## src/rtl/sst_pkg.sv

```systemverilog
// Shared types and constants for the session token table.
package sst_pkg;

    localparam int TTL_W   = 31;
    localparam int TIME_W  = 32;
    localparam int TOKEN_W = 64;
    localparam int ENTRY_W = 2 * TOKEN_W + TIME_W;

    localparam logic [TTL_W-1:0] TTL_RESET = 31'd1800000;

    localparam logic [2:0] REQ_ISSUE    = 3'd0;
    localparam logic [2:0] REQ_VALIDATE = 3'd1;
    localparam logic [2:0] REQ_REVOKE   = 3'd2;
    localparam logic [2:0] REQ_QUERY    = 3'd3;
    localparam logic [2:0] REQ_CLEAR    = 3'd4;

    typedef struct packed {
        logic [2:0]         req_type;
        logic [TIME_W-1:0]  now_ms;
        logic [TOKEN_W-1:0] token_high;
        logic [TOKEN_W-1:0] token_low;
        logic               token_empty;
        logic               user_matches;
    } req_t;

    typedef struct packed {
        logic       ok;
        logic [1:0] slot_index;
    } rsp_t;

    typedef struct packed {
        logic load;
        logic idx_clr;
        logic idx_inc;
        logic rd_en;
        logic wr_en;
        logic clr_used;
        logic clr_all;
        logic respond;
        logic resp_ok;
        logic resp_idx;
    } cmd_t;

    typedef struct packed {
        logic kind_issue;
        logic kind_lookup;
        logic kind_clear;
        logic op_validate;
        logic op_revoke;
        logic used_cur;
        logic expired;
        logic match;
        logic last;
    } stat_t;

endpackage

```

## src/rtl/sst_ram.sv

```systemverilog
// Generic single-write, single-read RAM with registered read data.
module sst_ram #(
    parameter int WIDTH = 8,
    parameter int DEPTH = 4,
    parameter int ADDR_W = (DEPTH > 1) ? $clog2(DEPTH) : 1
) (
    input  logic              clk,
    input  logic              we,
    input  logic [ADDR_W-1:0] waddr,
    input  logic [WIDTH-1:0]  wdata,
    input  logic              re,
    input  logic [ADDR_W-1:0] raddr,
    output logic [WIDTH-1:0]  rdata
);

    logic [WIDTH-1:0] mem [DEPTH];

    always_ff @(posedge clk)
    begin
        if (we)
        begin
            mem[waddr] <= wdata;
        end
        if (re)
        begin
            rdata <= mem[raddr];
        end
    end

endmodule

```

## src/rtl/sst_ctrl.sv

```systemverilog
// Request sequencer: walks the slots and issues datapath commands.
module sst_ctrl (
    input  logic          clk,
    input  logic          rst_n,
    input  logic          start,
    output logic          busy,
    input  sst_pkg::stat_t stat,
    output sst_pkg::cmd_t  cmd
);
    import sst_pkg::*;

    typedef enum logic [4:0] {
        S_IDLE   = 5'b00001,
        S_DECODE = 5'b00010,
        S_READ   = 5'b00100,
        S_CHECK  = 5'b01000,
        S_WRITE  = 5'b10000
    } state_t;

    state_t state_reg, state_next;

    assign busy = (state_reg != S_IDLE);

    always_ff @(posedge clk or negedge rst_n)
    begin
        if (!rst_n)
        begin
            state_reg <= S_IDLE;
        end
        else
        begin
            state_reg <= state_next;
        end
    end

    always_comb
    begin
        cmd        = '0;
        state_next = state_reg;
        unique case (state_reg)
            S_IDLE:
            begin
                if (start)
                begin
                    cmd.load   = 1'b1;
                    state_next = S_DECODE;
                end
            end
            S_DECODE:
            begin
                if (stat.kind_issue || stat.kind_lookup)
                begin
                    state_next = S_READ;
                end
                else
                begin
                    cmd.clr_all = stat.kind_clear;
                    cmd.respond = 1'b1;
                    cmd.resp_ok = stat.kind_clear;
                    state_next  = S_IDLE;
                end
            end
            S_READ:
            begin
                cmd.rd_en  = 1'b1;
                state_next = S_CHECK;
            end
            S_CHECK:
            begin
                if (stat.kind_issue)
                begin
                    if (!stat.used_cur || stat.expired)
                    begin
                        state_next = S_WRITE;
                    end
                    else if (stat.last)
                    begin
                        cmd.idx_clr = 1'b1;
                        state_next  = S_WRITE;
                    end
                    else
                    begin
                        cmd.idx_inc = 1'b1;
                        state_next  = S_READ;
                    end
                end
                else if (stat.used_cur && !stat.expired && stat.match)
                begin
                    if (stat.op_validate)
                    begin
                        state_next = S_WRITE;
                    end
                    else
                    begin
                        cmd.clr_used = stat.op_revoke;
                        cmd.respond  = 1'b1;
                        cmd.resp_ok  = 1'b1;
                        cmd.resp_idx = 1'b1;
                        state_next   = S_IDLE;
                    end
                end
                else
                begin
                    // drop a stale entry on the way past
                    cmd.clr_used = stat.used_cur && stat.expired;
                    if (stat.last)
                    begin
                        cmd.respond = 1'b1;
                        state_next  = S_IDLE;
                    end
                    else
                    begin
                        cmd.idx_inc = 1'b1;
                        state_next  = S_READ;
                    end
                end
            end
            S_WRITE:
            begin
                cmd.wr_en    = 1'b1;
                cmd.respond  = 1'b1;
                cmd.resp_ok  = 1'b1;
                cmd.resp_idx = 1'b1;
                state_next   = S_IDLE;
            end
            default:
            begin
                state_next = S_IDLE;
            end
        endcase
    end

endmodule

```

## src/rtl/sst_datapath.sv

```systemverilog
// Slot storage, request register, slot compare and result register.
module sst_datapath #(
    parameter int SESSION_SLOTS = 4
) (
    input  logic                       clk,
    input  logic                       rst_n,
    input  sst_pkg::req_t              req,
    input  logic                       cfg_we,
    input  logic [sst_pkg::TTL_W-1:0]  cfg_wdata,
    input  sst_pkg::cmd_t              cmd,
    output sst_pkg::stat_t             stat,
    output logic                       done,
    output sst_pkg::rsp_t              rsp
);
    import sst_pkg::*;

    localparam int IDX_W = (SESSION_SLOTS > 1) ? $clog2(SESSION_SLOTS) : 1;
    localparam logic [IDX_W-1:0] LAST_IDX = IDX_W'(SESSION_SLOTS - 1);

    req_t                 req_reg;
    logic [TTL_W-1:0]     ttl_reg;
    logic [IDX_W-1:0]     idx_reg;
    logic [SESSION_SLOTS-1:0] used_reg;
    logic                 done_reg;
    rsp_t                 rsp_reg;

    logic [ENTRY_W-1:0]   rd_entry;
    logic [ENTRY_W-1:0]   wr_entry;
    logic [TIME_W-1:0]    new_expiry;
    logic [TIME_W-1:0]    diff;
    logic [IDX_W+1:0]     idx_ext;

    assign new_expiry = req_reg.now_ms + {1'b0, ttl_reg};
    assign wr_entry   = {req_reg.token_high, req_reg.token_low, new_expiry};
    assign diff       = rd_entry[TIME_W-1:0] - req_reg.now_ms;
    assign idx_ext    = {2'b00, idx_reg};

    sst_ram #(
        .WIDTH (ENTRY_W),
        .DEPTH (SESSION_SLOTS)
    ) u_ram (
        .clk   (clk),
        .we    (cmd.wr_en),
        .waddr (idx_reg),
        .wdata (wr_entry),
        .re    (cmd.rd_en),
        .raddr (idx_reg),
        .rdata (rd_entry)
    );

    always_comb
    begin
        stat.kind_issue  = (req_reg.req_type == REQ_ISSUE) && req_reg.user_matches
                           && !req_reg.token_empty;
        stat.kind_lookup = ((req_reg.req_type == REQ_VALIDATE)
                           || (req_reg.req_type == REQ_REVOKE)
                           || (req_reg.req_type == REQ_QUERY)) && !req_reg.token_empty;
        stat.kind_clear  = (req_reg.req_type == REQ_CLEAR);
        stat.op_validate = (req_reg.req_type == REQ_VALIDATE);
        stat.op_revoke   = (req_reg.req_type == REQ_REVOKE);
        stat.used_cur    = used_reg[idx_reg];
        stat.expired     = (diff == '0) || diff[TIME_W-1];
        stat.match       = (rd_entry[ENTRY_W-1 -: TOKEN_W] == req_reg.token_high)
                           && (rd_entry[TIME_W +: TOKEN_W] == req_reg.token_low);
        stat.last        = (idx_reg == LAST_IDX);
    end

    always_ff @(posedge clk)
    begin
        if (cmd.load)
        begin
            req_reg <= req;
        end
        if (cmd.respond)
        begin
            rsp_reg.ok         <= cmd.resp_ok;
            rsp_reg.slot_index <= (cmd.resp_ok && cmd.resp_idx) ? idx_ext[1:0] : 2'b00;
        end
    end

    always_ff @(posedge clk or negedge rst_n)
    begin
        if (!rst_n)
        begin
            ttl_reg  <= TTL_RESET;
            idx_reg  <= '0;
            used_reg <= '0;
            done_reg <= 1'b0;
        end
        else
        begin
            if (cfg_we)
            begin
                ttl_reg <= cfg_wdata;
            end
            if (cmd.load || cmd.idx_clr)
            begin
                idx_reg <= '0;
            end
            else if (cmd.idx_inc)
            begin
                idx_reg <= idx_reg + IDX_W'(1);
            end
            if (cmd.clr_all)
            begin
                used_reg <= '0;
            end
            else if (cmd.wr_en)
            begin
                used_reg[idx_reg] <= 1'b1;
            end
            else if (cmd.clr_used)
            begin
                used_reg[idx_reg] <= 1'b0;
            end
            done_reg <= cmd.respond;
        end
    end

    assign done = done_reg;
    assign rsp  = rsp_reg;

endmodule

```

## src/rtl/session_token_table.sv

```systemverilog
// Top level of the session token table.
//
// Channels: a request beat on req is taken at a clock edge where start is
// high and busy is low. Each request gives exactly one response beat on rsp,
// marked by done for one cycle; the receiver cannot stall it, so it must
// take the beat in that cycle. The TTL register is written through cfg_we
// and cfg_wdata; the user must write it only while the block is idle, which
// the block itself does not enforce. Clear all, an empty token, an issue
// for another user and an unknown code are answered from the decode state
// with no slot scan. An issue writes the first free or expired slot, or
// slot 0 when the table is full; a query or revoke hit answers from the
// check state, a validate hit rewrites the slot first, and a lookup miss
// answers after the last slot. The slot scan passes through the read and
// check states for each slot, as the read port of the entry RAM is
// registered. One request is in work at a time; busy drops in the cycle
// that done is shown, so the next request can start there.
// Reset empties the table at once through the per-slot used bits and loads
// the TTL with its default; no clearing pass is needed.
module session_token_table #(
    parameter int SESSION_SLOTS = 4
) (
    input  logic                      clk,
    input  logic                      rst_n,
    input  logic                      start,
    output logic                      busy,
    input  sst_pkg::req_t             req,
    output logic                      done,
    output sst_pkg::rsp_t             rsp,
    input  logic                      cfg_we,
    input  logic [sst_pkg::TTL_W-1:0] cfg_wdata
);
    import sst_pkg::*;

    cmd_t  cmd;
    stat_t stat;

    sst_ctrl u_ctrl (
        .clk   (clk),
        .rst_n (rst_n),
        .start (start),
        .busy  (busy),
        .stat  (stat),
        .cmd   (cmd)
    );

    sst_datapath #(
        .SESSION_SLOTS (SESSION_SLOTS)
    ) u_dp (
        .clk       (clk),
        .rst_n     (rst_n),
        .req       (req),
        .cfg_we    (cfg_we),
        .cfg_wdata (cfg_wdata),
        .cmd       (cmd),
        .stat      (stat),
        .done      (done),
        .rsp       (rsp)
    );

endmodule

```

## config.mk

```make
export PLATFORM = sky130hd
export DESIGN_NAME = session_token_table
export DESIGN_NICKNAME = d
export VERILOG_FILES = /design/src/rtl/sst_pkg.sv /design/src/rtl/sst_ram.sv /design/src/rtl/sst_ctrl.sv /design/src/rtl/sst_datapath.sv /design/src/rtl/session_token_table.sv
export SDC_FILE = /design/constraint.sdc
export NUM_CORES = 1
export LEC_CHECK = 0
export BUFFER_PORTS_ARGS = -buffer_cell sky130_fd_sc_hd__buf_2
export CORE_UTILIZATION = 45
export CTS_BUF_LIST = sky130_fd_sc_hd__clkbuf_2
export DETAILED_ROUTE_END_ITERATION = 7
export HOLD_SLACK_MARGIN = 0.02
export PLACE_DENSITY = 0.65
export SLEW_MARGIN = 20
export SYNTH_ARGS = -nofsm -noshare
export SYNTH_HDL_FRONTEND = slang
export SYNTH_SLANG_ARGS = --single-unit
export TNS_END_PERCENT = 100
```

## constraint.sdc

```tcl
create_clock -name clk -period 10.2 [get_ports clk]
set_clock_uncertainty 0.2 [all_clocks]
set_input_delay 1.53 -clock clk [delete_from_list [all_inputs] [get_ports clk]]
set_output_delay 1.53 -clock clk [all_outputs]
set_load 0.1 [all_outputs]
```

Yosys cells after proc, flatten, opt, wreduce, memory -nomap -nowiden:

Memories as Yosys holds them, arrays and structs flattened. A register that Yosys moved wholly into a read port is not among the register bits.
Index checks and enable logic that the tools add are counted.

* register bits: 211
* RAM bits: 640
* input port bits: 200
* output and inout bits: 5
* logic and storage cells: 101
* memories kept: 1

Memories
* u_dp.u_ram.mem: words 4, width 160, read ports 1, clocked after memory_dff 1, wr ports 1, RTL line sst_ram.sv:16 `logic [WIDTH-1:0] mem [DEPTH];`

* add/subtract/negate cells: 3
* $lt $le $gt $ge: 2
* equal/unequal tests: 14
* multiplexer cells: 43
* bitwise logic cells: 3
* reductions and logical operators: 22

Operators with widths (number)
* $eq A64 B64 Y1: 2
* $add A32 B31 Y32: 1
* $logic_not A32 Y1: 1
* $sub A32 B32 Y32: 1
* $mux W5: 6
* $pmux W5 S4: 1
* $mux W1: 19
* $mux W3: 5
* $mux W4: 3
* $mux W2: 5
* $logic_and A1 B1 Y1: 9
* $eq A3 B2 Y1 const B: 2
* $logic_or A1 B1 Y1: 6
* $pmux W2 S3: 1
* $eq A5 B1 Y1 const B: 1
* $eq A5 B2 Y1 const B: 1
* $eq A5 B3 Y1 const B: 1
* $eq A5 B4 Y1 const B: 1
* $eq A5 B5 Y1 const B: 1
* $ne A5 B1 Y1 const B: 1
* $and A4 B4 Y4: 1
* $not A4 Y4: 1
* $or A4 B4 Y4: 1
* $eq A3 B1 Y1 const B: 1
* 13 further kinds: 15

Logic depth before layout (Yosys ltp):

Gate-level depths: netlist of the first run.

* depth in word-level cells: 12
* mapped depth: 14
* depth with buffers taken out: 14

Modules after synthesis:

Synthesis of the first run repeated with hierarchy kept, for this count alone.

* cells, all modules: 2033
* area total of the unflattened synthesis: 40014.6 µm²

By module, submodules not included
* sst_ram: instances 1, cells an instance 1000, area each 27899.3 µm², sequential area each 24023.0 µm²
* sst_datapath: instances 1, cells an instance 980, area each 11632.4 µm², sequential area each 6009.5 µm²
* sst_ctrl: instances 1, cells an instance 53, area each 483.0 µm², sequential area each 126.4 µm²

Least setup slack after synthesis of the first run:

No wires, ideal clock.

* kind: register -> register
* start: register u_ctrl.state_reg[3]
* end: register u_dp.idx_reg[1]
* library setup time: 0.125 ns
* arrival time: 9.659 ns
* required time: 9.875 ns
* slack: 0.216 ns
* stages on the path, launching flop included: 7
* path buffers: 0
* period minus slack after synthesis: 9.984 ns
* cell sequence: dfrtp_1 -> nor3_1 -> nand3b_1 -> nor2_1 -> o21bai_1 -> nor2_1 -> mux2_4

RTL lines
* from (decl): RTL line sst_ctrl.sv:20 `state_t state_reg, state_next;`
* from (signal assigned): RTL line sst_ctrl.sv:32 `state_reg <= state_next;`
* to (signal assigned): RTL line sst_datapath.sv:102 `idx_reg <= idx_reg + IDX_W'(1);`
* to (decl): RTL line sst_datapath.sv:22 `logic [IDX_W-1:0] idx_reg;`

==> results.ini, run 1 <==
[timing]
finalCritPeriodShare = 0.490
rsz0062_at_grt = no
max_slew_margin = 0.247
setup_viol = 0
holdWs_ps = 259
min_period_ps = 5000
hold_viol = 0
setup_tns_ps = 0
fin_ws_ps = 5200
max_freq_mhz = 200
worstMarginPinSlew_ps = 1130
finalMaxSlewViolations = 0

[clock_network]
clk_pin_slew_worst_paths_ps = 100
cts-buffers-inserted = 241
htree_levels = 4
postCtsSetupRepairBufs = 0
hold_buffers = 198
cts.sinks = 1011
cts_root_buf = clkbuf_2
clock_latency_ps = 1550
cts_buffer_depth = 3
cts_tree = built
ctsResizeCount = 0

[placed_design]
place_congestion = 0.871
hpwl_mm = 51.0
place_ws_ps = 5270
dp_cells = 3438
dpl-instance-area_um2 = 42600
port_buffers = 204

[finish]
finalNetCount = 2982
syn2layout_area_growth_pct = 16.4
largest_reg_flops = 640
fin_util = 0.529
stdcell_count = 4070
drive_gt1_frac = 0.283
fin_area_um2 = 46800

[synthesis]
syn_inst = 2113
syn-num-nets = 2381
ys_types = 81
synth_area_um2 = 40200
synthFlopType = edfxtp_1
synth-seq-area-share = 0.751
ys_ff_latch = 1011
ys_async_sr_fraction = 0.0425
ys.warnings.count = 0
synth_edf_count = 968
syn_avg_cell_area_um2 = 19.0

[floorplanning]
die_x_um = 301
die_area_um2 = 90500
core_um2 = 88400
rows = 109
die_h_um = 301
start_util = 0.455
io_pins = 205

[power]
power_mw = 8.04
pwr-share-clk = 0.318
swShare = 0.261
comb_power_share = 0.082
seq_power_share = 0.600
leakagePower_nw = 16.0
p_per_area_nw_per_um2 = 172
p_switching_mw = 2.10
internal_power_mw = 5.94
irDropWorstVdd_mv = 0.101

[route]
via_per_inst = 5.33
drt-pass1-iter-count = 5
wl_per_cell_um = 21.4
postRouteAntennaNets = 0
top_layer_used = met4
met2_length_mm = 44.1
drt_drc_violations_left = 0
dr_total_vias = 21700
drt-initial-drc-count = 1278
finalWirelength_mm = 87.0
met1_length_mm = 37.0
wl_met3_mm = 4.31

[worst_setup_path]
cp.required_ps = 11140
slowest_delay_ps = 580
path_cells = ha_1, fa_1, nand2b_1, a211o_1, o21ba_4, a21oi_1, mux2_1, a32o_1, or4_4, or4_4, nand2_1, mux2i_1, o21ai_0
cp_num_buf_inv = 0
cp-end-kind = register
critPathMostFrequentCell = or4_4
critPathArrivalTime_ps = 5930
rrSetupSlack_ps = 5200
cp_max_fo = 5
critPathSlowestCell = or4_4
critPathTopFamily = compound AO/OA/AOI/OAI gates
crit_type = register to register
startpoint_type = register

[grt]
overflow = 0
grt_pass1_vias = 23300
antenna_found_initial = 3
grt_pass1_wl_mm = 133
grt_use_total = 0.196
grt_max_degree = 144

[min_path]
hp-class = register to register

[status]
outcome = complete, no violations

[run]
cap_violations = 0

## cell usage in the layout, fill, tap and decap left out, types with 13 or more instances in the layout
master and count:
inv_1 66, clkinv_2 13, dfrtp_1 29, nor2_1 53, a21oi_1 70, dlygate4sd3_1 198
nor3_1 21, xnor2_1 132, mux2_2 32, nand2_1 67, nor4_1 17, a21o_1 26
nand4_1 45, nand3_1 26, edfxtp_1 968, mux4_2 161, xor2_1 23, clkinv_1 68
ha_1 66, buf_2 204, buf_4 15, o21ai_0 41, clkbuf_2 334
## cells by family after synthesis
logic type      Yosys count  share of synthesized area
compound gates          246                     0.0410
mux                     199                      0.101
flops                  1011                      0.751
simple gates            302                     0.0394
fa+ha+maj                68                     0.0216
xor+xnor                155                     0.0338
buf+inv                 132                     0.0126
## per-layer routing
layer,GRT usage,vias to the layer above
met4,0.0661,0
met5,0,-
li1,-,9859
met3,0.0388,126
met1,0.254,11000
met2,0.330,656
## area by class of cell
cell class | count | area, um^2
clock inverters | 95 | 493
repair buffers | 419 | 3160
fillers | 7194 | 41600
diodes | 5 | 12.5
clock buffers | 334 | 1670
multi-input cells | 970 | 9510
well taps | 1165 | 1460
inverters | 71 | 292
flip-flops and latches | 1011 | 30200
## worst paths after layout
check / cells after the start / from / to
worst max-delay path: 13 / u_dp.req_reg[130] / u_dp.rsp[1]
worst min-delay path: 0 / u_dp.req_reg[123] / u_dp.u_ram.mem[3][153]
worst max register to register: 13 / u_dp.req_reg[130] / u_dp.rsp[1]
worst min register to register: 0 / u_dp.req_reg[123] / u_dp.u_ram.mem[3][153]
max in group asynchronous: 3 / rst_n / u_dp.idx_reg[1]
min in group asynchronous: 3 / rst_n / u_dp.ttl_reg[11]
## synthesized netlist by cell type, drive strengths merged (9+ instances only)
library cell,n,area share
inv,71,0.0066
mux4,161,0.090
nor2,55,0.0052
nand2,67,0.0063
nor4,17,0.0026
ha,66,0.021
a211oi,9,0.0020
o21bai,9,0.0017
xnor2,132,0.029
nor2b,12,0.0019
buf,33,0.0033
mux2,34,0.0096
and3,12,0.0019
edfxtp,968,0.72
nand3,26,0.0032
o21ai,44,0.0055
a21o,28,0.0053
a31oi,12,0.0019
xor2,23,0.0050
dfstp,12,0.0078
clkbuf,28,0.0026
dfrtp,31,0.019
a21oi,70,0.0087
nor3,21,0.0026
nand4,45,0.0070
## power groups by stage
stage               registers (mW)  logic [mW]  clock network (mW)
finish                        4.83       0.658                2.55
global route                  4.84       0.722                2.86
CTS                           4.83       0.662                2.66
detailed placement            4.92       0.599                   0
global placement              4.91       0.586                   0
floorplan                     4.90       0.393                   0
## worst register-to-register path, stage by stage (launching register included)
cell	delay (ps)
edfxtp_1	410
ha_1	220
fa_1	420
nand2b_1	200
a211o_1	330
o21ba_4	250
a21oi_1	330
mux2_1	380
a32o_1	210
or4_4	430
or4_4	580
nand2_1	130
mux2i_1	100
o21ai_0	440
(Power assumes the default switching activity.)
==> run 2, diff against run 1 <==
clock period = 5.2 ns   (was 10.2 ns; I/O delays follow)
==> results.ini, run 2 (same netlist as run 1, synthesis figures left out) <==
[finish]
layout_commonest_cell = edfxtp_1
multiInputGateArea_um2 = 9520
fillerInstances = 6956
largest_reg_flops = 640
finalNetCount = 3260
fin_area_um2 = 49300
syn2layout_area_growth_pct = 22.8
seqCellArea_um2 = 30200
final_cell_mix = edfxtp_1, dlygate4sd3_1, clkbuf_2
drive_gt1_frac = 0.278

[placed_design]
port_buffers = 204
hpwl_mm = 51.5
dpl-instance-area_um2 = 42800
place_congestion = 0.867

[clock_network]
hold_buffers = 428
clock_latency_ps = 1400
htree_levels = 5
cts_root_buf = clkbuf_2
postCtsSetupRepairBufs = 0
cts-buffers-inserted = 277
ctsResizeCount = 0
cts_tree = built
cts.sinks = 1011
clk_pin_slew_worst_paths_ps = 110
cts_buffer_depth = 4

[run]
cap_violations = 0

[timing]
finalMaxSlewViolations = 0
max_freq_mhz = 201
worstMarginPinSlew_ps = 1010
setup_viol = 0
finalCritPeriodShare = 0.955
rsz0062_at_grt = no
setup_tns_ps = 0
max_slew_margin = 0.326
min_period_ps = 4970
hold_viol = 0
holdWs_ps = 293

[floorplanning]
die_h_um = 301
die_x_um = 301
core_um2 = 88400
start_util = 0.455
die_area_um2 = 90500
io_pins = 205
rows = 109

[worst_setup_path]
cp.required_ps = 6020
critPathArrivalTime_ps = 5790
path_cells = inv_1, ha_1, fa_1, nand2b_1, a211o_1, o21ba_4, a21oi_1, mux2_1, a32o_1, or4_4, or4_4, nand2_1, mux2i_1, o21ai_0
cp_num_buf_inv = 1
crit_type = register to register
startpoint_type = register
cp_max_fo = 5
cp-end-kind = register
critPathMostFrequentCell = or4_4
critPathTopFamily = compound AO/OA/AOI/OAI gates
slowest_delay_ps = 600
critPathSlowestCell = or4_4

[route]
drt-pass1-iter-count = 6
via_per_inst = 5.30
drt_drc_violations_left = 0
drt-initial-drc-count = 1440
finalWirelength_mm = 90.8
wl_per_cell_um = 20.9
postRouteAntennaNets = 0
dr_total_vias = 23000

[power]
leakagePower_nw = 17.2
power_mw = 16.1
irDropWorstVdd_mv = 0.222
p_per_area_nw_per_um2 = 328

[grt]
antenna_found_initial = 5
overflow = 0
grt_max_degree = 147
grt_pass1_vias = 24700
grt_pass1_wl_mm = 138
grt_use_total = 0.203

[status]
outcome = complete, no violations

[min_path]
hp-class = register to register

-- run 2: layout make-up --
class	count	share of cell area
inverter	71	0.00591
clock inverter	67	0.00589
tap	1165	0.0296
timing repair buffer	661	0.114
antenna	7	0.000355
sequential	1011	0.612
multi-input combinational	970	0.193
clock buffer	389	0.0395
-- run 2: per-stage QoR --
step | instances | setup WS [ps] | util
2_1_floorplan | 2113 | 13.5 | -
3_3_place_gp | 3450 | 333 | 0.484
3_5_place_dp | 3450 | 172 | 0.484
4_1_cts | 4334 | 254 | 0.558
5_1_grt | 4341 | 28.5 | 0.558
6_report | 4341 | 231 | 0.558
-- run 2: path summary, 6_finish.rpt --
kind | start | to | slack, ps | cells past startpoint
max in group asynchronous | rst_n | u_dp.ttl_reg[25] | 3520 | 4
min in group asynchronous | rst_n | u_dp.ttl_reg[5] | 330 | 3
worst min-delay path | u_dp.req_reg[8] | u_dp.u_ram.mem[0][38] | 290 | 0
worst min register to register | u_dp.req_reg[8] | u_dp.u_ram.mem[0][38] | 290 | 0
worst max register to register | u_dp.u_ram.rdata[0] | u_dp.rsp[1] | 230 | 14
worst max-delay path | u_dp.u_ram.rdata[0] | u_dp.rsp[1] | 230 | 14
-- run 2: where the power goes --
group	internal (mW)	leakage, nW	switching (mW)
sequential	9.27	9.28	0.196
clock	2.04	1.77	3.17
combinational	0.662	6.11	0.804
-- run 2: layer usage --
metal	vias up	track usage	routed length (um)
li1	10400	-	-
met1	11700	0.265	38900
met2	725	0.331	44900
met3	204	0.0403	4290
met4	2	0.0900	2720
met5	-	0	7
-- run 2: worst reg2reg max path: stages, from the launching register on --
cell and delay [ps]:
edfxtp_1 330, inv_1 50, ha_1 220, fa_1 430, nand2b_1 210, a211o_1 330, o21ba_4 250, a21oi_1 320
mux2_1 370, a32o_1 210, or4_4 430, or4_4 600, nand2_1 140, mux2i_1 110, o21ai_0 450
==> run 3, diff against run 2 <==
SETUP_SLACK_MARGIN = 0.3   (was not set)
==> results.ini, run 3 (same netlist as run 1, synthesis figures left out) <==
[worst_setup_path]
path_cells = ha_1, fa_1, nand2b_1, a211o_1, o21ba_4, a21oi_2, mux2_1, a32o_1, or4_4, or4_4, a2111oi_4, nor2_2, mux2_4
crit_type = register to register
cp-end-kind = register
cp_max_fo = 5
critPathSlowestCell = or4_4
slowest_delay_ps = 590
critPathArrivalTime_ps = 5850
startpoint_type = register
cp.required_ps = 6330
critPathMostFrequentCell = or4_4

[route]
finalWirelength_mm = 90.3
drt_drc_violations_left = 0
wl_per_cell_um = 20.8
drt-initial-drc-count = 1497
drt-pass1-iter-count = 5
postRouteAntennaNets = 0
dr_total_vias = 22900
via_per_inst = 5.27

[timing]
finalMaxSlewViolations = 0
finalCritPeriodShare = 0.906
rsz0062_at_grt = no
worstMarginPinSlew_ps = 1010
setup_viol = 0
holdWs_ps = 301
fin_ws_ps = 489
hold_viol = 0
setup_tns_ps = 0
min_period_ps = 4710
max_freq_mhz = 212
max_slew_margin = 0.325

[grt]
grt_use_total = 0.204
grt_max_degree = 110
grt_pass1_wl_mm = 139
grt_pass1_vias = 24800
antenna_found_initial = 4
overflow = 0

[placed_design]
place_ws_ps = 267
place_congestion = 0.868
dpl-instance-area_um2 = 42800
hpwl_mm = 51.7
dp_cells = 3450
port_buffers = 204

[power]
irDropWorstVdd_mv = 0.255
leakagePower_nw = 17.2
power_mw = 16.3
p_per_area_nw_per_um2 = 330

[min_path]
hp-class = register to register

[clock_network]
htree_levels = 5
cts-buffers-inserted = 277
cts_buffer_depth = 4
clk_pin_slew_worst_paths_ps = 110
postCtsSetupRepairBufs = 0
cts.sinks = 1011
clock_latency_ps = 1440
cts_tree = built
cts_root_buf = clkbuf_2

[finish]
syn2layout_area_growth_pct = 23.0
largest_reg_flops = 640
layout_commonest_cell = edfxtp_1
final_cell_mix = edfxtp_1, dlygate4sd3_1, clkbuf_2
drive_gt1_frac = 0.276
finalNetCount = 3261
stdcell_count = 4347
fin_area_um2 = 49400
fin_util = 0.559

[floorplanning]
die_x_um = 301
core_um2 = 88400
io_pins = 205
die_area_um2 = 90500
die_h_um = 301
rows = 109
start_util = 0.455

[run]
cap_violations = 0

[status]
outcome = complete, no violations

## run 3: final timing paths
path                                        start                endpoint  slack, ps  cells past startpoint
worst min register to register   u_dp.req_reg[77]  u_dp.u_ram.mem[0][107]        300                      0
worst max register to register  u_dp.req_reg[130]         u_dp.idx_reg[1]        490                     13
worst max-delay path            u_dp.req_reg[130]         u_dp.idx_reg[1]        490                     13
worst min-delay path             u_dp.req_reg[77]  u_dp.u_ram.mem[0][107]        300                      0
min in group asynchronous                   rst_n        u_dp.ttl_reg[11]        320                      4
max in group asynchronous                   rst_n        u_dp.ttl_reg[19]       3660                      5
## run 3: timing repair
item | in CTS | in global routing
hold buffers | 428 | 1
endpoints found under the hold margin | 398 | 9
pin swaps | 0 | 0
gates resized for setup | 1 | 2
setup endpoints to repair | 3 | 4
## run 3: routing by layer
layer / GRT usage / up-vias / part of all wire
li1: - / 10400 / -
met1: 0.264 / 11600 / 0.43
met2: 0.338 / 681 / 0.50
met3: 0.0418 / 160 / 0.046
met4: 0.0798 / 2 / 0.022
met5: 0 / - / 0.00014
## run 3: critical path, delay by kind of cell (launching register included)
family,cells,cell delay (ps)
flops,1,400
simple gates,4,1320
fa+ha+maj,2,650
compound gates,5,1390
mux,2,650
## run 3: cell type report
cell class	count	area, um^2
clock inverter	77	437
tap	1165	1460
clock buffer	380	1900
multi-input combinational	970	9530
sequential	1011	30200
antenna	11	27.5
timing repair buffer	662	5620
inverter	71	288
fill	6943	39000
## run 3: report_power, final
part,switching [mW],total [mW],internal [mW]
logic,0.811,1.47,0.663
registers,0.195,9.47,9.27
clock network,3.16,5.37,2.21
